**src/hdl/hdtc_pkg.sv**
```systemverilog
package hdtc_pkg;

  // One holiday table entry: day of month, month, day type.
  typedef struct packed {
    logic [4:0] day;
    logic [3:0] month;
    logic [1:0] kind;
  } entry_t;

  localparam logic [1:0] TYPE_WEEKDAY  = 2'd0;
  localparam logic [1:0] TYPE_SATURDAY = 2'd1;
  localparam logic [1:0] TYPE_SUNDAY   = 2'd2;

  localparam logic OP_WRITE    = 1'b0;
  localparam logic OP_CLASSIFY = 1'b1;

  // Register select, taken from paddr[2].
  localparam logic REG_ENABLE = 1'b0;
  localparam logic REG_COUNT  = 1'b1;

  // Days before the first of each month, non-leap year. Codes outside 1..12 give 0.
  function automatic logic [8:0] month_start(input logic [3:0] month);
    logic [8:0] r;
    unique case (month)
      4'd2:    r = 9'd31;
      4'd3:    r = 9'd59;
      4'd4:    r = 9'd90;
      4'd5:    r = 9'd120;
      4'd6:    r = 9'd151;
      4'd7:    r = 9'd181;
      4'd8:    r = 9'd212;
      4'd9:    r = 9'd243;
      4'd10:   r = 9'd273;
      4'd11:   r = 9'd304;
      4'd12:   r = 9'd334;
      default: r = 9'd0;
    endcase
    return r;
  endfunction

  // x mod 7 by folding octal digits (8 is 1 mod 7).
  function automatic logic [2:0] mod7(input logic [9:0] x);
    logic [4:0] a;
    logic [3:0] b;
    a = 5'(x[2:0]) + 5'(x[5:3]) + 5'(x[8:6]) + 5'(x[9]);
    b = 4'(a[2:0]) + 4'(a[4:3]);
    return (b >= 4'd7) ? 3'(b - 4'd7) : b[2:0];
  endfunction

endpackage

```
**src/hdl/holiday_day_type_classifier.sv**
```systemverilog
// Holiday day-type classifier.
//
// Item channel: an item is taken at a rising edge with start high and busy
// low. op selects a table write (entry_index/day/month/type) or a date
// classification (date_day/month/year, year counted from 2000).
// A write updates one slot of the holiday table at the accept edge and gives
// no result; busy stays low, so another item may follow in the next cycle.
// A classify item gives exactly one result: day_type and from_holiday_list,
// shown for one cycle with done high. The receiver cannot stall; the result
// must be taken in that cycle. With classification disabled, a classify item
// answers in the cycle after it is taken. Else up to holiday_count entries
// (capped at MAX_HOLIDAYS) are scanned, stopping at the first match, from a
// simple dual-port synchronous RAM read one entry per cycle; with no match a
// weekday step follows. busy is high while the scan or weekday step runs.
// Configuration: APB registers classify_enable at 0x0 and holiday_count at
// 0x4, written only while idle: a duty of the user, as the block does not
// enforce it. Reset clears both registers, the control state and the per-entry
// valid bits, so the table reads as all zero.
module holiday_day_type_classifier import hdtc_pkg::*; #(
  parameter int MAX_HOLIDAYS = 32
) (
  input  logic        clk,
  input  logic        rst,
  // item channel
  input  logic        start,
  output logic        busy,
  input  logic        op,
  input  logic [4:0]  entry_index,
  input  logic [4:0]  entry_day,
  input  logic [3:0]  entry_month,
  input  logic [1:0]  entry_type,
  input  logic [4:0]  date_day,
  input  logic [3:0]  date_month,
  input  logic [6:0]  date_year,
  // result channel
  output logic        done,
  output logic [1:0]  day_type,
  output logic        from_holiday_list,
  // configuration port
  input  logic        psel,
  input  logic        penable,
  input  logic        pwrite,
  input  logic [2:0]  paddr,
  input  logic [31:0] pwdata,
  output logic [31:0] prdata,
  output logic        pready
);

  localparam int AW    = (MAX_HOLIDAYS > 1) ? $clog2(MAX_HOLIDAYS) : 1;
  localparam int CW    = $clog2(MAX_HOLIDAYS + 1);
  localparam logic [8:0] MAX_W = 9'(MAX_HOLIDAYS);

  localparam logic [1:0] ST_IDLE = 2'd0;
  localparam logic [1:0] ST_SCAN = 2'd1;
  localparam logic [1:0] ST_WDAY = 2'd2;

  // configuration registers
  logic       classify_enable;
  logic [5:0] holiday_count;
  logic       cfg_wr;

  assign pready = 1'b1;
  assign cfg_wr = psel & penable & pwrite;

  always_ff @(posedge clk) begin
    if (rst) begin
      classify_enable <= 1'b0;
      holiday_count   <= 6'd0;
    end else if (cfg_wr) begin
      unique case (paddr[2])
        REG_ENABLE: classify_enable <= pwdata[0];
        REG_COUNT:  holiday_count   <= pwdata[5:0];
        default:    ;
      endcase
    end
  end

  always_comb begin
    unique case (paddr[2])
      REG_ENABLE: prdata = {31'd0, classify_enable};
      REG_COUNT:  prdata = {26'd0, holiday_count};
      default:    prdata = 32'd0;
    endcase
  end

  // control and datapath registers
  logic [1:0]    state, state_next;
  logic [CW-1:0] scan_addr, scan_addr_next;
  logic [CW-1:0] limit;
  logic          pend, pend_next;
  logic [4:0]    d_day;
  logic [3:0]    d_month;
  logic [6:0]    d_year;

  logic          accept;
  logic          mem_we;
  logic [AW-1:0] mem_wa;
  logic [AW-1:0] mem_ra;
  entry_t        mem_wd;
  entry_t        rd_data;
  logic          rd_valid;
  entry_t        cur;
  logic          hit;
  logic          more;

  logic          done_next;
  logic [1:0]    type_next;
  logic          from_next;

  assign accept = start & ~busy;
  assign busy   = (state != ST_IDLE);

  // table write path; slots beyond the table are dropped, type 3 stored as Sunday
  assign mem_we = accept && (op == OP_WRITE) && ({4'd0, entry_index} < MAX_W);
  assign mem_wa = AW'(entry_index);
  assign mem_wd = '{day: entry_day, month: entry_month,
                    kind: (entry_type > TYPE_SUNDAY) ? TYPE_SUNDAY : entry_type};
  assign mem_ra = scan_addr[AW-1:0];

  // holiday table RAM, one write and one registered read per cycle
  entry_t table_mem [MAX_HOLIDAYS];
  always_ff @(posedge clk) begin
    if (mem_we) begin
      table_mem[mem_wa] <= mem_wd;
    end
    rd_data <= table_mem[mem_ra];
  end

  // per-entry valid bits: a never-written slot reads as all zero
  logic [MAX_HOLIDAYS-1:0] valid;
  always_ff @(posedge clk) begin
    if (rst) begin
      valid <= '0;
    end else if (mem_we) begin
      valid[mem_wa] <= 1'b1;
    end
  end

  always_ff @(posedge clk) begin
    rd_valid <= valid[mem_ra];
  end

  assign cur  = rd_valid ? rd_data : entry_t'('0);
  assign hit  = pend && (cur.day == d_day) && (cur.month == d_month);
  assign more = (scan_addr < limit);

  // Weekday, leap every 4th year, Monday = 0, mod 7 on the fly (365 is 1 mod 7)
  logic [7:0] year_p3;
  logic [9:0] day_sum;
  logic [2:0] wday;
  logic       leap_add;

  always_comb begin
    year_p3  = 8'(d_year) + 8'd3;
    leap_add = (d_year[1:0] == 2'd0) && (d_month > 4'd2) && (d_month <= 4'd12);
    day_sum  = 10'(d_year) + 10'(year_p3[7:2]) + 10'(month_start(d_month))
             + 10'(leap_add) + 10'(d_day) + 10'd4;
    wday     = mod7(day_sum);
  end

  // sequencer
  always_comb begin
    state_next     = state;
    scan_addr_next = scan_addr;
    pend_next      = 1'b0;
    done_next      = 1'b0;
    type_next      = day_type;
    from_next      = from_holiday_list;
    unique case (state)
      ST_IDLE: begin
        if (accept && (op == OP_CLASSIFY)) begin
          scan_addr_next = '0;
          if (!classify_enable) begin
            done_next = 1'b1;
            type_next = TYPE_WEEKDAY;
            from_next = 1'b0;
          end else begin
            state_next = ST_SCAN;
          end
        end
      end
      ST_SCAN: begin
        if (hit) begin
          done_next  = 1'b1;
          type_next  = cur.kind;
          from_next  = 1'b1;
          state_next = ST_IDLE;
        end else if (more) begin
          pend_next      = 1'b1;
          scan_addr_next = scan_addr + CW'(1);
        end else begin
          state_next = ST_WDAY;
        end
      end
      ST_WDAY: begin
        done_next  = 1'b1;
        from_next  = 1'b0;
        type_next  = (wday < 3'd5) ? TYPE_WEEKDAY :
                     ((wday == 3'd5) ? TYPE_SATURDAY : TYPE_SUNDAY);
        state_next = ST_IDLE;
      end
      default: begin
        state_next = ST_IDLE;
      end
    endcase
  end

  always_ff @(posedge clk) begin
    if (rst) begin
      state <= ST_IDLE;
      pend  <= 1'b0;
      done  <= 1'b0;
    end else begin
      state <= state_next;
      pend  <= pend_next;
      done  <= done_next;
    end
  end

  // payload registers
  always_ff @(posedge clk) begin
    scan_addr         <= scan_addr_next;
    day_type          <= type_next;
    from_holiday_list <= from_next;
    if (accept) begin
      d_day   <= date_day;
      d_month <= date_month;
      d_year  <= date_year;
      limit   <= ({3'd0, holiday_count} < MAX_W) ? CW'(holiday_count)
                                                  : CW'(MAX_HOLIDAYS);
    end
  end

endmodule

```
**config.mk**
```make
export PLATFORM = sky130hd
export DESIGN_NAME = holiday_day_type_classifier
export DESIGN_NICKNAME = d
export VERILOG_FILES = /design/src/hdl/hdtc_pkg.sv /design/src/hdl/holiday_day_type_classifier.sv
export SDC_FILE = /design/constraint.sdc
export NUM_CORES = 1
export LEC_CHECK = 0
export BUFFER_PORTS_ARGS = -buffer_cell sky130_fd_sc_hd__buf_2
export CAP_MARGIN = 20
export CORE_ASPECT_RATIO = 1.2
export CORE_MARGIN = 3
export CORE_UTILIZATION = 30
export CTS_CLUSTER_DIAMETER = 200
export DETAILED_ROUTE_END_ITERATION = 8
export GPL_TIMING_DRIVEN = 0
export PLACE_DENSITY = 0.56
export SETUP_SLACK_MARGIN = 0.4
export SLEW_MARGIN = 15
export SYNTH_ARGS = -nofsm -noshare
export SYNTH_HDL_FRONTEND = slang
export SYNTH_SLANG_ARGS = --single-unit
```
**constraint.sdc**
```tcl
create_clock -name clk -period 9.15 [get_ports clk]
set_input_delay 2.2875 -clock clk [delete_from_list [all_inputs] [get_ports clk]]
set_output_delay 2.2875 -clock clk [all_outputs]
set_load 0.03 [all_outputs]
```
# == Yosys cells after proc, flatten, opt, wreduce, memory -nomap -nowiden ==
# Memories as Yosys holds them, arrays and structs flattened. A register that Yosys moved wholly into a read port is not among the register bits.
# Cells that the tools add are included.
# Widths: inputs -> output; s select.
# classes
add_sub_neg,12
order_cmp,10
eq_ne,12
muxes,35
bitwise_logic,8
reduce_logical,18
# ops
cell,count
$pmux 32 s2,1
$or 32x32->32,1
$mux 2,10
$mux 6,3
$lt 5x6->1 const B,2
$ne 2x2->1 const B,6
$pmux 6 s2,1
$mux 1,11
$mux 11,1
$add 10x1->10,1
$add 10x3->10 const B,1
$add 10x5->10,1
$add 8x9->10,1
$add 7x2->8 const B,1
$add 7x6->8,1
$reduce_and 4->1,2
$logic_and 1x1->1,7
$add 6x1->6 const B,1
$lt 6x6->1,1
$lt 6x6->1 const B,1
$pmux 1 s3,2
$pmux 2 s3,1
$add 4x3->5,1
$add 5x1->5,1
28 further kinds,36
# totals
reg_bits,75
ram_bits,352
mem_bits_ro,144
out_inout_bits,38
word_cells,111
mem_count,2
# mem_list
name,words,word_bits,rd,rd_ports_with_merged_regs,write_ports,line,source
table_mem,32,11,1,1,1,holiday_day_type_classifier.sv:121,entry_t table_mem [MAX_HOLIDAYS];
(no name shown),16,9,1,1,0,hdtc_pkg.sv:24,unique case (month)

# == Logic depth before layout (Yosys ltp) ==
# depth
depth_word,16
mapped_depth,33
ltp_nobuf,33

# == Worst setup path after synthesis ==
# No wires, ideal clock.
# synth_timing
path_kind,register to register
from,register d_year[0]
to,register day_type[1] (data pin)
t_arrival_ns,6.362
slack_ns,2.533
stages_incl_launch_ff,32
n_path_buf,0
period_less_slack_ns,6.617
cell_sequence,edfxtp_1 nor2_1 nor2_1 nand2_1 nor2_1 xnor2_1 fa_1 inv_1 fa_1 ha_1 ha_1 nor2b_1 o21ai_0 a21boi_0 o21a_1 o41a_1 xnor2_1 fa_1 inv_1 ha_1 fa_1 a21o_1 and2_1 inv_1 fa_1 inv_1 ha_1 inv_1 o22ai_1 mux2i_1 o21ai_0 and2_1
# synth_between
elab_chain_cells,16
word_cells_on_any_way,21
cone_classes,add/sub (11); order compare (2); eq/ne (1); mux (4); reduce/logical (3)
# synth_rtl
element,line,source
start: declaration,holiday_day_type_classifier.sv:93,logic [6:0] d_year;
start signal: assignment,holiday_day_type_classifier.sv:228,d_year <= date_year;
$add 7x2->8 / $logic_not 2->1 (equally long branches),"holiday_day_type_classifier.sv:154, holiday_day_type_classifier.sv:155",
$add 7x6->8 / $logic_and 1x1->1 (equally long branches),"holiday_day_type_classifier.sv:156, holiday_day_type_classifier.sv:155",
$add 8x9->10 / $logic_and 1x1->1 (equally long branches),"holiday_day_type_classifier.sv:156, holiday_day_type_classifier.sv:155",
$add 10x1->10 *,holiday_day_type_classifier.sv:157,+ 10'(leap_add) + 10'(d_day) + 10'd4;
$add 10x5->10 *,holiday_day_type_classifier.sv:157,
$add 10x3->10 *,holiday_day_type_classifier.sv:157,
$add 3x3->4,hdtc_pkg.sv:45,a = 5'(x[2:0]) + 5'(x[5:3]) + 5'(x[8:6]) + 5'(x[9]);
$add 4x3->5,hdtc_pkg.sv:45,
$add 5x1->5 *,hdtc_pkg.sv:45,
$add 3x2->4 *,hdtc_pkg.sv:46,b = 4'(a[2:0]) + 4'(a[4:3]);
$ge 4x3->1 / $sub 3x3->3 (equally long branches),hdtc_pkg.sv:47,return (b >= 4'd7) ? 3'(b - 4'd7) : b[2:0];
$mux 3 *,hdtc_pkg.sv:47,
branches (longest 2 deep; another with $lt 3x3->1),n/a,
$mux 2 *,holiday_day_type_classifier.sv:198,type_next = (wday < 3'd5) ? TYPE_WEEKDAY :
$pmux 2 s3 *,holiday_day_type_classifier.sv:169,unique case (state)
via type_next[1],holiday_day_type_classifier.sv:107,logic [1:0] type_next;
end signal: assignment,holiday_day_type_classifier.sv:223,day_type <= type_next;
end: declaration,holiday_day_type_classifier.sv:37,"output logic [1:0] day_type,"
# Mark *: on every way through the listed nets, which the timed path passes.
# A chain may end at the register's enable or synchronous reset.

# == Final worst setup path ==
# Ends and elaborated chain as after synthesis.

==> impl_results.html <==
<table>
<tr><th>Metric</th><th>Value</th></tr>
<tr><th colspan="2">CTS</th></tr>
<tr><td>Postcts setup bufs</td><td>0</td></tr>
<tr><td>Source-to-sink clock delay at the later pin of the worst-skew pair</td><td>0.58 ns</td></tr>
<tr><td>Number of hold-repair buffers added at the cts stage</td><td>0</td></tr>
<tr><td>CTS clk-pin slew, worst paths</td><td>0.06 ns</td></tr>
<tr><td>Number of levels in the clock H-tree</td><td>2</td></tr>
<tr><td>Cts bufs inserted</td><td>45</td></tr>
<tr><td>Count of instances resized after the clock tree is built</td><td>0</td></tr>
<tr><td>TritonCTS clock tree</td><td>done</td></tr>
<tr><td>Root buf cell</td><td>sky130_fd_sc_hd__clkbuf_16</td></tr>
<tr><td># clock sinks</td><td>447</td></tr>
<tr><td>CTS max path bufs</td><td>3</td></tr>
<tr><th colspan="2">STA</th></tr>
<tr><td>Final period util</td><td>78.8%</td></tr>
<tr><td>Aggregate negative setup slack</td><td>0 ns</td></tr>
<tr><td>Number of pins with negative max-slew slack in the final report</td><td>0</td></tr>
<tr><td>Crit path time final</td><td>7.21 ns</td></tr>
<tr><td>Maximum clock frequency</td><td>139 MHz</td></tr>
<tr><td>Fin Clk Skew</td><td>0.0192 ns</td></tr>
<tr><td>Final number of setup-violating endpoints</td><td>0</td></tr>
<tr><td>Max-slew headroom at the worst pin</td><td>34.9%</td></tr>
<tr><td>Final hold violations</td><td>0</td></tr>
<tr><td>Setup repair after global routing missed its margin</td><td>no</td></tr>
<tr><td>Slew at the pin closest to its max-slew limit</td><td>0.976 ns</td></tr>
<tr><th colspan="2">Drt</th></tr>
<tr><td>DRC viols</td><td>0</td></tr>
<tr><td>Vias post-DR</td><td>9545</td></tr>
<tr><td>Post-detailed-route count of antenna-violating nets</td><td>0</td></tr>
<tr><td>TritonRoute pass-1 iters</td><td>4</td></tr>
<tr><td>Violation count after the first detailed-routing iteration</td><td>703</td></tr>
<tr><td>Via/cell ratio</td><td>4.64</td></tr>
<tr><td>Wire length per cell</td><td>20.4 um</td></tr>
<tr><td>Total wire length</td><td>42.1 mm</td></tr>
<tr><th colspan="2">Critical path</th></tr>
<tr><td>Peak fanout along the critical path</td><td>3</td></tr>
<tr><td>Worst setup path category</td><td>reg -&gt; reg</td></tr>
<tr><td>Crit path launch type</td><td>flop</td></tr>
<tr><td>Critical path capture point type</td><td>flop</td></tr>
<tr><td>Longest individual stage delay on the worst path</td><td>0.50 ns</td></tr>
<tr><td>Cell with the largest stage delay on the worst path</td><td>sky130_fd_sc_hd__fa_1</td></tr>
<tr><td>Crit path required time</td><td>9.58 ns</td></tr>
<tr><td>Arrival time of data at the critical path endpoint</td><td>7.64 ns</td></tr>
<tr><th colspan="2">Layout</th></tr>
<tr><td>Finished Layout Cells</td><td>2059</td></tr>
<tr><td>Synth-to-Final Area Change</td><td>16.3%</td></tr>
<tr><td>Filler Cell Count</td><td>5760</td></tr>
<tr><td>Post-layout util</td><td>35.6%</td></tr>
<tr><td>Share of final-layout standard cells stronger than drive strength 1</td><td>26.2%</td></tr>
<tr><td>Net count, final</td><td>1351</td></tr>
<tr><th colspan="2">Global routing</th></tr>
<tr><td>Busiest metal layer after global routing</td><td>met2</td></tr>
<tr><td>Largest net degree at the start of global routing</td><td>33</td></tr>
<tr><td>Total gr overflow</td><td>0</td></tr>
<tr><td>Met2 usage in global routing</td><td>22.1%</td></tr>
<tr><td>Antenna violations before repair</td><td>3</td></tr>
<tr><td>First-pass GRT wire length</td><td>63.3 mm</td></tr>
<tr><td>Fraction of met3 tracks used by global routing</td><td>2.73%</td></tr>
<tr><td>Global-route usage over all layers</td><td>13.0%</td></tr>
<tr><td>Met1 usage</td><td>16.3%</td></tr>
<tr><td>Via count of the first global-routing pass</td><td>10100</td></tr>
<tr><th colspan="2">Floorplan</th></tr>
<tr><td>Y dimension of the die</td><td>280 um</td></tr>
<tr><td>Initial core utilization</td><td>30.6%</td></tr>
<tr><td>Area enclosed by the die boundary</td><td>0.0656 mm^2</td></tr>
<tr><td>Core area</td><td>0.0613 mm^2</td></tr>
<tr><td>Die boundary width</td><td>234 um</td></tr>
<tr><td>Boundary Pins</td><td>112</td></tr>
<tr><td>Cell Rows</td><td>99</td></tr>
<tr><th colspan="2">Placed design</th></tr>
<tr><td>Post-detailed-placement half-perimeter wirelength</td><td>29.9 mm</td></tr>
<tr><td>Number of placed cells counting well taps</td><td>1976</td></tr>
<tr><td>Last weighted congestion value of the routability-driven placer</td><td>0.793</td></tr>
<tr><td>Number of buffers inserted by port buffering</td><td>54</td></tr>
<tr><th colspan="2">Synthesis</th></tr>
<tr><td>Area of the mapped netlist</td><td>0.0188 mm^2</td></tr>
<tr><td>Post-synthesis sequential element count</td><td>447</td></tr>
<tr><td>Number of instances in the synthesized netlist</td><td>1067</td></tr>
<tr><td>Number of flops mapped to enable cells by yosys</td><td>383</td></tr>
<tr><td>Share of the yosys chip area belonging to registers</td><td>68.2%</td></tr>
<tr><td>Top-area cell type share of the netlist area</td><td>61.3%</td></tr>
<tr><td>Mean post-synth cell area</td><td>17.6 um^2</td></tr>
<tr><td>Most frequent cells after synthesis</td><td>sky130_fd_sc_hd__edfxtp_1, sky130_fd_sc_hd__nor2_1, sky130_fd_sc_hd__mux4_2</td></tr>
<tr><td>Biggest area contributors in the synthesized netlist</td><td>sky130_fd_sc_hd__edfxtp_1, sky130_fd_sc_hd__mux4_2, sky130_fd_sc_hd__dfxtp_1</td></tr>
<tr><td>Dominant register cell in the synthesized netlist</td><td>sky130_fd_sc_hd__edfxtp_1</td></tr>
<tr><td>Count of yosys warnings during synthesis</td><td>0</td></tr>
<tr><td>Number of distinct standard cells referenced by the synthesized netlist</td><td>50</td></tr>
<tr><td>Fraction of registers with async set/reset</td><td>0%</td></tr>
<tr><td>Dominant cell by count in the synthesized netlist</td><td>sky130_fd_sc_hd__edfxtp_1</td></tr>
<tr><td>Post-synth top area cell</td><td>sky130_fd_sc_hd__edfxtp_1</td></tr>
<tr><th colspan="2">Run status</th></tr>
<tr><td>Result of the run</td><td>finished, final reports clean</td></tr>
<tr><th colspan="2">Job</th></tr>
<tr><td>Count of maximum capacitance violations</td><td>0</td></tr>
<tr><th colspan="2">Worst hold path</th></tr>
<tr><td>Hold/Removal Path Class</td><td>reg -&gt; reg</td></tr>
</table>
-- path summary, 6_finish.rpt --
check / startpoint / endpoint / slack [ns] / cells after the start
hold reg to reg: valid[20]$_SDFFE_PP0P_ / valid[20]$_SDFFE_PP0P_ / 0.47 / 2
setup reg to reg: d_year[0]$_DFFE_PP_ / day_type[1]$_DFFE_PP_ / 1.94 / 31
setup / recovery: d_year[0]$_DFFE_PP_ / day_type[1]$_DFFE_PP_ / 1.94 / 31
hold / removal: valid[20]$_SDFFE_PP0P_ / valid[20]$_SDFFE_PP0P_ / 0.47 / 2
-- layout by cell type, fill, tap and decap left out, drive strengths merged, types with 3 or more instances in the layout --
cell    netlist  final
a21o          4      4
nor3          4      4
and2         11     11
nand4         3      3
ha           46     46
nand2        28     28
xnor2        15     15
clkinv        0     13
o22ai         4      4
xor2          5      5
a21oi        12     12
nor4          3      3
mux4        120    120
edfxtp      383    383
nor2        124    124
dfxtp        64     64
nand2b        5      5
fa           16     16
inv          54     55
buf          46    122
bufinv        0      4
nand3b        4      4
clkbuf       22     86
mux2i        12     12
nand3        11     11
nor2b        10     10
conb          2     27
mux2         15     15
o21ai        19     19
or3           3      3
-- sequential cells by signal (all words and copies together) (netlist names), named ones only --
register	cells
classify_enable	1
d_day	5
d_month	4
d_year	7
day_type	2
done	1
from_holiday_list	1
holiday_count	6
limit	6
pend	1
rd_data	11
rd_valid	1
scan_addr	6
state	2
table_mem	352
valid	32
-- per-stage QoR --
step / cell area [um^2] / setup slack (ns) / hold slack, ns
2_1_floorplan: 18800 / 2.53 / 0.435
3_3_place_gp: 20100 / 2.03 / 0.444
3_5_place_dp: 20300 / 1.97 / 0.457
4_1_cts: 21800 / 1.90 / 0.471
5_1_grt: 21800 / 1.32 / 0.496
6_report: 21800 / 1.94 / 0.468
-- critical path, delay by kind of cell, from the launching register on --
kind            cells  cell delay, ns
xor+xnor            2            0.27
flops               1            0.42
simple gates        8            1.41
compound gates      7            1.35
buf+inv             5            0.33
fa+ha+maj           9            3.29
-- layer usage --
layer | share of wire [%] | vias up
met3 | 4.9 | 80
met1 | 41 | 4902
met2 | 50 | 211
li1 | - | 4348
met4 | 3.7 | 4
met5 | 0.067 | -
-- logic make-up after synthesis --
| family | Yosys count | share of synthesized area (%) |
|---|---|---|
| AOI/OAI and AO/OA | 56 | 1.87 |
| xor gates and xnor gates | 20 | 0.934 |
| and+or+nand+nor | 211 | 5.08 |
| adders and majority gates | 62 | 4.78 |
| buffers and inverters | 122 | 3.18 |
| other | 2 | 0.0400 |
| muxes | 147 | 16.0 |
| DFF | 447 | 68.2 |
-- final cells by class --
| type | instances | area [um^2] | area share, % |
|---|---|---|---|
| timing repair buffer | 76 | 458 | 2.10 |
| inverter | 54 | 203 | 0.930 |
| multi-input combinational | 523 | 5500 | 25.2 |
| clock buffer | 64 | 1230 | 5.63 |
| clock inverter | 18 | 228 | 1.04 |
| tap | 808 | 1010 | 4.64 |
| antenna | 1 | 2.50 | 0.0115 |
| buffer | 68 | 395 | 1.81 |
| sequential | 447 | 12800 | 58.6 |
Power is not shown: default switching activity piles up to over one toggle a cycle in this logic, so the estimate is an artifact.
